==> config.mk <==
export PLATFORM = sky130hd
export DESIGN_NAME = bracket_balance_checker_unit
export DESIGN_NICKNAME = d
export VERILOG_FILES = /design/src/bbc_pkg.sv /design/src/bracket_balance_checker_unit.sv /design/src/bbc_stack_mem.sv /design/src/bbc_out_buf.sv
export SDC_FILE = /design/constraint.sdc
export NUM_CORES = 1
export LEC_CHECK = 0
export ABC_AREA = 1
export BUFFER_PORTS_ARGS = -buffer_cell sky130_fd_sc_hd__buf_2
export CAP_MARGIN = 20
export CORE_MARGIN = 2
export CORE_UTILIZATION = 39
export CTS_CLUSTER_DIAMETER = 200
export DETAILED_ROUTE_END_ITERATION = 12
export GPL_TIMING_DRIVEN = 0
export HOLD_SLACK_MARGIN = 0.15
export REMOVE_ABC_BUFFERS = 1
export SYNTH_ARGS = -nofsm -noshare
export SYNTH_HDL_FRONTEND = slang
export SYNTH_HIERARCHICAL = 1
export SYNTH_SLANG_ARGS = --single-unit
==> constraint.sdc <==
create_clock -name clk -period 6.6 [get_ports clk]
set_input_delay 0.33 -clock clk [delete_from_list [all_inputs] [get_ports clk]]
set_output_delay 0.33 -clock clk [all_outputs]
set_load 0.05 [all_outputs]
==> src/bbc_pkg.sv <==
// Package for the bracket balance checker: types, character and status codes.
// No dependencies.
`default_nettype none
package bbc_pkg;

	localparam int BBC_STACK_DEPTH = 64;

	typedef logic [1:0] kind_t;
	localparam kind_t KIND_NONE    = 2'd0;
	localparam kind_t KIND_PAREN   = 2'd1;
	localparam kind_t KIND_BRACKET = 2'd2;
	localparam kind_t KIND_CURLY   = 2'd3;

	localparam logic [7:0] CH_LPAREN = 8'h28;
	localparam logic [7:0] CH_LBRACK = 8'h5B;
	localparam logic [7:0] CH_LBRACE = 8'h7B;
	localparam logic [7:0] CH_RPAREN = 8'h29;
	localparam logic [7:0] CH_RBRACK = 8'h5D;
	localparam logic [7:0] CH_RBRACE = 8'h7D;

	typedef logic [3:0] status_t;
	localparam status_t ST_OK            = 4'd0;
	localparam status_t ST_MISMATCH_BASE = 4'd0;
	localparam status_t ST_TOO_MANY_BASE = 4'd3;
	localparam status_t ST_UNCLOSED_BASE = 4'd6;
	localparam status_t ST_UNCLOSED_PAR  = 4'd7;
	localparam status_t ST_UNCLOSED_BRK  = 4'd8;
	localparam status_t ST_UNCLOSED_CRL  = 4'd9;
	localparam status_t ST_OVERFLOW      = 4'd10;

	typedef struct packed {
		status_t status;
		logic    line_done;
	} res_t;

	function automatic kind_t open_kind_of(input logic [7:0] c);
		kind_t k;
		case (c)
			CH_LPAREN: k = KIND_PAREN;
			CH_LBRACK: k = KIND_BRACKET;
			CH_LBRACE: k = KIND_CURLY;
			default:   k = KIND_NONE;
		endcase
		return k;
	endfunction

	function automatic kind_t close_kind_of(input logic [7:0] c);
		kind_t k;
		case (c)
			CH_RPAREN: k = KIND_PAREN;
			CH_RBRACK: k = KIND_BRACKET;
			CH_RBRACE: k = KIND_CURLY;
			default:   k = KIND_NONE;
		endcase
		return k;
	endfunction

	function automatic status_t code_of(input status_t base, input kind_t k);
		return base + {2'b00, k};
	endfunction

endpackage
`default_nettype wire

==> src/bracket_balance_checker_unit.sv <==
// Top level of the bracket balance checker: stack control and counters.
// Uses bbc_pkg, bbc_stack_mem, bbc_out_buf.
//
//  channel | signals                         | dir | word
//  src     | src_valid, src_stall, ch, line_end | in  | one character
//  res     | res_valid, res_stall, status, line_done | out | one verdict
//
// One character per cycle unless src_stall; results are registered.
// Top of stack sits in a register; the entry below it is prefetched from
// the stack memory, so a pop finds the new top without waiting.
// Reset clears level, counters and held error; the memory needs no clearing.
// src_stall rises only when both output register and skid stage hold words.
`default_nettype none
module bracket_balance_checker_unit #(
	parameter int STACK_DEPTH = bbc_pkg::BBC_STACK_DEPTH
) (
	input  wire logic       clk,
	input  wire logic       arst_n,
	input  wire logic       src_valid,
	output logic            src_stall,
	input  wire logic [7:0] ch,
	input  wire logic       line_end,
	output logic            res_valid,
	input  wire logic       res_stall,
	output bbc_pkg::status_t status,
	output logic            line_done
);
	import bbc_pkg::*;

	localparam int LW = $clog2(STACK_DEPTH + 1);
	localparam int AW = $clog2(STACK_DEPTH);

	logic [LW-1:0] level_q, level_d, level_n;
	logic [LW-1:0] cnt_par_q, cnt_brk_q, cnt_crl_q;
	logic [LW-1:0] cnt_par_d, cnt_brk_d, cnt_crl_d;
	kind_t         top_q, top_d, below;
	status_t       held_q, held_d, verdict;
	kind_t         ok, ck;
	logic          acc, push_w;
	logic [LW-1:0] raddr_w;
	logic          buf_full;
	res_t          new_res, out_res;

	assign acc = src_valid && !buf_full;
	assign src_stall = buf_full;
	assign ok = open_kind_of(ch);
	assign ck = close_kind_of(ch);

	always_comb begin
		level_d   = level_q;
		top_d     = top_q;
		held_d    = held_q;
		cnt_par_d = cnt_par_q;
		cnt_brk_d = cnt_brk_q;
		cnt_crl_d = cnt_crl_q;
		push_w    = 1'b0;
		if (held_q == ST_OK) begin
			if (ok != KIND_NONE) begin
				if (level_q == LW'(STACK_DEPTH)) begin
					held_d = ST_OVERFLOW;
				end else begin
					push_w  = 1'b1;
					level_d = level_q + LW'(1);
					top_d   = ok;
					case (ok)
						KIND_PAREN:   cnt_par_d = cnt_par_q + LW'(1);
						KIND_BRACKET: cnt_brk_d = cnt_brk_q + LW'(1);
						default:      cnt_crl_d = cnt_crl_q + LW'(1);
					endcase
				end
			end else if (ck != KIND_NONE) begin
				if (level_q == '0) begin
					held_d = code_of(ST_TOO_MANY_BASE, ck);
				end else if (top_q != ck) begin
					held_d = code_of(ST_MISMATCH_BASE, ck);
				end else begin
					level_d = level_q - LW'(1);
					top_d   = below;
					case (ck)
						KIND_PAREN:   cnt_par_d = cnt_par_q - LW'(1);
						KIND_BRACKET: cnt_brk_d = cnt_brk_q - LW'(1);
						default:      cnt_crl_d = cnt_crl_q - LW'(1);
					endcase
				end
			end
		end
		verdict = held_d;
		if (line_end && held_d == ST_OK) begin
			if (cnt_par_d != '0) begin
				verdict = ST_UNCLOSED_PAR;
			end else if (cnt_brk_d != '0) begin
				verdict = ST_UNCLOSED_BRK;
			end else if (cnt_crl_d != '0) begin
				verdict = ST_UNCLOSED_CRL;
			end
		end
		if (line_end) begin
			level_d   = '0;
			held_d    = ST_OK;
			cnt_par_d = '0;
			cnt_brk_d = '0;
			cnt_crl_d = '0;
		end
	end

	always_ff @(posedge clk or negedge arst_n) begin
		if (!arst_n) begin
			level_q   <= '0;
			held_q    <= ST_OK;
			cnt_par_q <= '0;
			cnt_brk_q <= '0;
			cnt_crl_q <= '0;
		end else if (acc) begin
			level_q   <= level_d;
			held_q    <= held_d;
			cnt_par_q <= cnt_par_d;
			cnt_brk_q <= cnt_brk_d;
			cnt_crl_q <= cnt_crl_d;
		end
	end

	always_ff @(posedge clk) begin
		if (acc) begin
			top_q <= top_d;
		end
	end

	// prefetch the entry under the next top
	assign level_n = acc ? level_d : level_q;
	assign raddr_w = level_n - LW'(2);

	bbc_stack_mem #(
		.DEPTH(STACK_DEPTH),
		.AW   (AW)
	) u_mem (
		.clk  (clk),
		.we   (acc && push_w),
		.waddr(level_q[AW-1:0]),
		.wdata(ok),
		.raddr(raddr_w[AW-1:0]),
		.rdata(below)
	);

	assign new_res.status    = verdict;
	assign new_res.line_done = line_end;

	bbc_out_buf u_out (
		.clk      (clk),
		.arst_n   (arst_n),
		.push     (acc),
		.push_res (new_res),
		.full     (buf_full),
		.res_valid(res_valid),
		.res_stall(res_stall),
		.res      (out_res)
	);

	assign status    = out_res.status;
	assign line_done = out_res.line_done;

endmodule
`default_nettype wire

==> src/bbc_stack_mem.sv <==
// Kind stack storage: one write port, one registered read port.
// Uses bbc_pkg.
`default_nettype none
module bbc_stack_mem #(
	parameter int DEPTH = bbc_pkg::BBC_STACK_DEPTH,
	parameter int AW    = $clog2(DEPTH)
) (
	input  wire logic            clk,
	input  wire logic            we,
	input  wire logic [AW-1:0]   waddr,
	input  wire bbc_pkg::kind_t  wdata,
	input  wire logic [AW-1:0]   raddr,
	output bbc_pkg::kind_t       rdata
);
	import bbc_pkg::*;

	kind_t mem [DEPTH];
	kind_t rdata_q;

	always_ff @(posedge clk) begin
		if (we) begin
			mem[waddr] <= wdata;
		end
		rdata_q <= mem[raddr];
	end

	assign rdata = rdata_q;

endmodule
`default_nettype wire

==> src/bbc_out_buf.sv <==
// Output register with skid stage for result words.
// Uses bbc_pkg.
`default_nettype none
module bbc_out_buf (
	input  wire logic          clk,
	input  wire logic          arst_n,
	input  wire logic          push,
	input  wire bbc_pkg::res_t push_res,
	output logic               full,
	output logic               res_valid,
	input  wire logic          res_stall,
	output bbc_pkg::res_t      res
);
	import bbc_pkg::*;

	logic out_v_q, skid_v_q;
	res_t out_q, skid_q;

	always_ff @(posedge clk or negedge arst_n) begin
		if (!arst_n) begin
			out_v_q  <= 1'b0;
			skid_v_q <= 1'b0;
		end else if (!out_v_q || !res_stall) begin
			if (skid_v_q) begin
				out_v_q  <= 1'b1;
				skid_v_q <= 1'b0;
			end else begin
				out_v_q <= push;
			end
		end else if (push) begin
			skid_v_q <= 1'b1;
		end
	end

	always_ff @(posedge clk) begin
		if (!out_v_q || !res_stall) begin
			if (skid_v_q) begin
				out_q <= skid_q;
			end else if (push) begin
				out_q <= push_res;
			end
		end else if (push) begin
			skid_q <= push_res;
		end
	end

	assign full      = skid_v_q;
	assign res_valid = out_v_q;
	assign res       = out_q;

endmodule
`default_nettype wire

==> results.cfg, run 1 <==
[outcome]
outcome = finished clean

[floorplan]
die_x_um = 160
rows = 56
pin_count = 20
core_area_um2 = 23600
start_util = 0.400
die-area_um2 = 25500
die_y_um = 160

[min_path]
hold_depth = 3
worstHoldPathType = input port to flip-flop

[pwr]
p_per_area_nw_per_um2 = 258
swShare = 0.311
ir_drop_mv = 0.188
leakagePower_nw = 4.17
switching_power_mw = 0.840
p_seq_frac = 0.459
intPower_mw = 1.86
pwr-share-comb = 0.158
clockPowerShare = 0.384

[global_routing]
grt_pass1_wl_um = 36900
grt_usage = 0.182
grt_max_degree = 65
grt_pass1_vias = 7168
grt_antenna_before_repair = 0
overflow = 0

[drt]
totalWireLength_um = 22400
dr.pass1.iters = 4
route.vias.total = 7481
vias_per_cell = 5.27
drt_iter0_markers = 495
drtAntennaViolNets = 0
wl_per_cell_um = 15.8
route.detailed.drc = 0

[sta]
slew_viol_final = 0
period_share = 0.898
skew_ns = 0.0211
rsz0062_at_grt = no
setup_tns_ns = 0
fin_crit_ns = 5.93
setup_violations = 0
tightest_slew_ns = 0.939
hold_viol_final = 0
fmax_ghz = 0.169
slew_headroom = 0.372

[cells_and_area]
fin_area_um2 = 10500
diodes = 0
fillCellCount = 2305
regArea_um2 = 5090
multi_input_comb_area_um2 = 3740
areaGrowthSynthToFinish_pct = 11.1
nNetsFinal = 1117
drive_gt1_frac = 0.104

[logic_synthesis]
synth_top_family_by_area = simple AND/OR/NAND/NOR gates
synthSimpleGateAreaFrac = 0.318
yosys-top-cells-count = nand2_1, nand3_1, edfxtp_1
synth.top_cells.by_area = edfxtp_1, nand2_1, dfrtp_1
synthXorXnorAreaFrac = 0.00728
synth_seq_cells = 176
yosys_warnings = 6
syn_avg_cell_area_um2 = 8.74
yosys.area.top_type = edfxtp_1
async_reset_ff_frac = 0.193
synth.top_cell.area_share = 0.445
synthMuxAreaShare = 0
syn_area_um2 = 9450
yosys.area_share.adder = 0.0212
synth_enable_flop_cells = 140
ys.flop_type = edfxtp_1
synth_compound_area_frac = 0.0477
yosysUniqueCellTypes = 41
synth_seq_area_share = 0.539
syn_inst = 1082
synth.most_common_cell = nand2_1

[clock_network]
clockBufferDepth = 2
clock-sinks = 176
cts_resized = 0
insertion_delay_ns = 0.44
cts-htree-levels = 4
post_cts.repair.setup_buffers = 0
cts_root_buffer = clkbuf_16
cts_tree = done
clk_pin_slew_worst_paths_ns = 0.07
cts_made_buffers = 17

[setup_path]
path_max_fanout = 34
arrival_ns = 6.23
path_class = input port to flip-flop
crit_path_frequent_cell = nand2_1
startpoint_type = input port
worst_r2r_path_depth = 17
slowest_stage = ha_1
cp-end-kind = flip-flop
required_ns = 6.90
slowest_delay_ns = 0.78

[placed_design]
place_area_um2 = 9840
io_buffers = 19
dp_hpwl_um = 14800
globalplace.congestion = 0.857

[flow_run]
maxCapViolCount = 0
## through the flow
| stage | power [mW] | setup WS (ns) | hold WS, ns | cells | utilization |
|---|---|---|---|---|---|
| floorplan | 1.56 | -0.784 | 0.0344 | 1041 | - |
| global placement | 1.68 | -5.26 | 0.472 | 1379 | 0.411 |
| detailed placement | 1.69 | 0.139 | 0.493 | 1386 | 0.417 |
| CTS | 2.73 | 0.585 | 0.155 | 1419 | 0.444 |
| global route | 2.82 | 0.0442 | 0.165 | 1420 | 0.445 |
| finish | 2.70 | 0.671 | 0.177 | 1420 | 0.445 |
## metal layers
layer | vias to the layer above | part of all wire | wire length [um] | GRT usage
met1 | 3576 | 0.46 | 10200 | 0.237
met2 | 183 | 0.48 | 10800 | 0.315
met4 | 0 | 0.015 | 331 | 0.0521
met5 | - | 0 | 0 | 0
met3 | 25 | 0.045 | 998 | 0.0278
li1 | 3697 | - | - | -
## final timing paths
| check | start | to | slack (ns) |
|---|---|---|---|
| max in group asynchronous | arst_n | level_q[5]$_DFF_PN0_ | 5.53 |
| worst min register to register | u_mem/rdata[1]$_DFF_P_ | top_q[1]$_DFFE_PP_ | 0.52 |
| min in group asynchronous | arst_n | cnt_crl_q[0]$_DFFE_PN0P_ | 0.54 |
| worst max-delay path | ch[6] | u_mem/rdata[0]$_DFF_P_ | 0.67 |
| worst min-delay path | res_stall | u_out/res_valid$_DFFE_PN0P_ | 0.18 |
| worst max register to register | u_out/full$_DFFE_PN0P_ | u_mem/rdata[0]$_DFF_P_ | 1.34 |
## sequential cells by signal, indices dropped and copies added (netlist names)
register / flops
held_q: 4
cnt_crl_q: 7
u_out/res: 5
level_q: 7
u_out/skid_q: 5
top_q: 2
cnt_par_q: 7
u_mem/rdata: 2
cnt_brk_q: 7
u_mem/mem: 128
u_out/res_valid: 1
u_out/full: 1
## cell families after synthesis
kind of cell,after synthesis
AOI/OAI and AO/OA,73
xor gates and xnor gates,7
buffers and inverters,141
and+or+nand+nor,669
adders and majority gates,16
DFF,176
## power groups by stage
| stage | sequential [mW] | combinational, mW | clock [mW] |
|---|---|---|---|
| after global routing | 1.24 | 0.478 | 1.10 |
| after global placement | 1.26 | 0.413 | 0 |
| after CTS | 1.24 | 0.427 | 1.06 |
| final | 1.24 | 0.427 | 1.04 |
| after detailed placement | 1.26 | 0.425 | 0 |
| after floorplan | 1.28 | 0.275 | 0 |
## area by class of cell
class / count / share of cell area
Inverter: 100 / 0.0358
Clock inverter: 15 / 0.0194
Timing Repair Buffer: 28 / 0.0246
Clock buffer: 17 / 0.0405
Tap cell: 319 / 0.0380
Multi-Input combinational cell: 765 / 0.356
Sequential cell: 176 / 0.485
## critical path, delay by kind of cell
family	cells	cell delay [ns]
adders and majority gates	1	0.78
AOI/OAI and AO/OA	3	1.34
buffers and inverters	8	1.81
and+or+nand+nor	14	1.90
## timing repair
| item | 4_1_cts | 5_1_grt |
|---|---|---|
| hold endpoints to repair | 34 | 0 |
| hold buffers | 1 | 0 |
| endpoints found under the setup margin | 0 | 0 |
## cells in the final DEF (no fill, tap or decap), types with 4 or more instances in the layout
master / instances
o21ai_0: 14
nand3_1: 165
inv_1: 89
clkbuf_16: 17
nor2_1: 96
inv_2: 11
nand2_2: 11
dfrtp_1: 34
buf_12: 4
o22ai_1: 17
edfxtp_1: 140
nor4_1: 10
clkinv_8: 7
nor2_2: 8
buf_2: 19
nor3_1: 11
nand4_1: 34
nand2_1: 317
a211oi_1: 4
o211ai_1: 5
xor2_1: 6
nand2_4: 5
ha_1: 16
a21oi_1: 18
Power figures use the tool's default switching activity.
==> run 2: changes to the inputs <==
Settings changed: CORE_UTILIZATION 39 to 50, PLACE_DENSITY set to 0.66.
==> results.cfg, run 2 (synthesis results as in run 1) <==
[drt]
totalWireLength_um = 22100
drtAntennaViolNets = 0
wl_per_cell_um = 16.5
dr.pass1.iters = 5
route.vias.total = 7448
drt_iter0_markers = 568
vias_per_cell = 5.57
route.detailed.drc = 0

[placed_design]
globalplace.congestion = 0.879
place_area_um2 = 9710
dp_hpwl_um = 14500
io_buffers = 19

[global_routing]
overflow = 0
grt_max_degree = 65
grt_usage = 0.230
grt_pass1_wl_um = 35900
grt_pass1_vias = 7040
grt_antenna_before_repair = 0

[setup_path]
path_buf_inv = 8
slowest_delay_ns = 0.82
cp-end-kind = flip-flop
arrival_ns = 6.20
required_ns = 6.91
crit_path_frequent_cell = nand2_1
slowest_stage = ha_1
crit_family = simple AND/OR/NAND/NOR gates
startpoint_type = input port
path_max_fanout = 35
path_class = input port to flip-flop

[cells_and_area]
layout_common_cells = nand2_1, nand3_1, edfxtp_1
regMostFlops = u_mem/mem
final_common_cell = nand2_1
nNetsFinal = 1118
drive_gt1_frac = 0.103
areaGrowthSynthToFinish_pct = 9.90
largest_reg_flops = 128
fin_area_um2 = 10400
diodes = 0

[pwr]
p_per_area_nw_per_um2 = 259
total_power_mw = 2.69
leakagePower_nw = 4.17
ir_drop_mv = 0.197

[sta]
setup_violations = 0
setup_tns_ns = 0
fin_crit_ns = 5.89
rsz0062_at_grt = no
slew_viol_final = 0
hold_viol_final = 0
period_share = 0.892
skew_ns = 0.0219
slew_headroom = 0.366
fmax_ghz = 0.170
tightest_slew_ns = 0.952

[floorplan]
core_area_um2 = 18600
die_y_um = 141
rows = 50
die-area_um2 = 20000
pin_count = 20
start_util = 0.507
die_x_um = 141

[clock_network]
clk_pin_slew_worst_paths_ns = 0.07
insertion_delay_ns = 0.44
cts_resized = 0
cts_tree = done
clock-sinks = 176
cts_root_buffer = clkbuf_16
post_cts.repair.setup_buffers = 0
cts-htree-levels = 4
cts_hold_repair.buffers = 2
clockBufferDepth = 2
cts_made_buffers = 17

[flow_run]
maxCapViolCount = 0

[outcome]
outcome = finished clean

[min_path]
worstHoldPathType = input port to flip-flop
[run 2: changes by cell type in the layout (fill, tap and decap cells not counted), sizes merged]
cell | before | now
inv | 107 | 109
bufinv | 0 | 1
clkinvlp | 0 | 2
clkinv | 8 | 3
dlygate4sd3 | 1 | 2
[run 2: power breakdown]
part | leakage (nW) | switching, mW | internal [mW]
combinational | 2.09 | 0.297 | 0.127
sequential | 1.79 | 0.0249 | 1.22
clock | 0.293 | 0.485 | 0.547
total | 4.17 | 0.806 | 1.89
[run 2: worst paths after layout]
check                                            start                           to  slack [ns]  depth (start not counted)
max in group asynchronous                       arst_n         level_q[3]$_DFF_PN0_        5.55                          2
worst min register to register  u_mem/rdata[1]$_DFF_P_           top_q[1]$_DFFE_PP_        0.53                          2
worst max register to register    level_q[0]$_DFF_PN0_       u_mem/rdata[1]$_DFF_P_        1.63                         22
worst max-delay path                             ch[6]       u_mem/rdata[1]$_DFF_P_        0.71                         26
min in group asynchronous                       arst_n     cnt_crl_q[6]$_DFFE_PN0P_        0.52                          2
worst min-delay path                         res_stall  u_out/res_valid$_DFFE_PN0P_        0.16                          3
[run 2: per-stage QoR]
stage / utilization / setup slack [ns] / cells / hold WS, ns
final: 0.557 / 0.714 / 1336 / 0.156
after global routing: 0.557 / 0.158 / 1336 / 0.178
after CTS: 0.554 / 0.721 / 1334 / 0.153
after detailed placement: 0.521 / 0.271 / 1300 / 0.467
after global placement: 0.514 / -5.18 / 1294 / 0.461
after floorplan: - / -0.784 / 1041 / 0.0344
[run 2: tightest hold or removal path, delay by kind of cell]
| family | cells | cell delay (ns) |
|---|---|---|
| simple gates | 2 | 0.16 |
| buf+inv | 1 | 0.07 |
[run 2: final cells by class]
class	count	area (um^2)
timing repair buffer	29	275
multi-input combinational	765	3740
fill	1679	8250
sequential	176	5090
tap	234	293
clock inverter	15	183
inverter	100	375
clock buffer	17	425
[run 2: layer usage]
metal  global-route usage  up-vias  share of wire
li1                     -     3692              -
met1                0.311     3539           0.46
met2                0.386      196           0.49
met3               0.0385       21          0.046
met4               0.0616        0          0.012
met5                    0        -              0
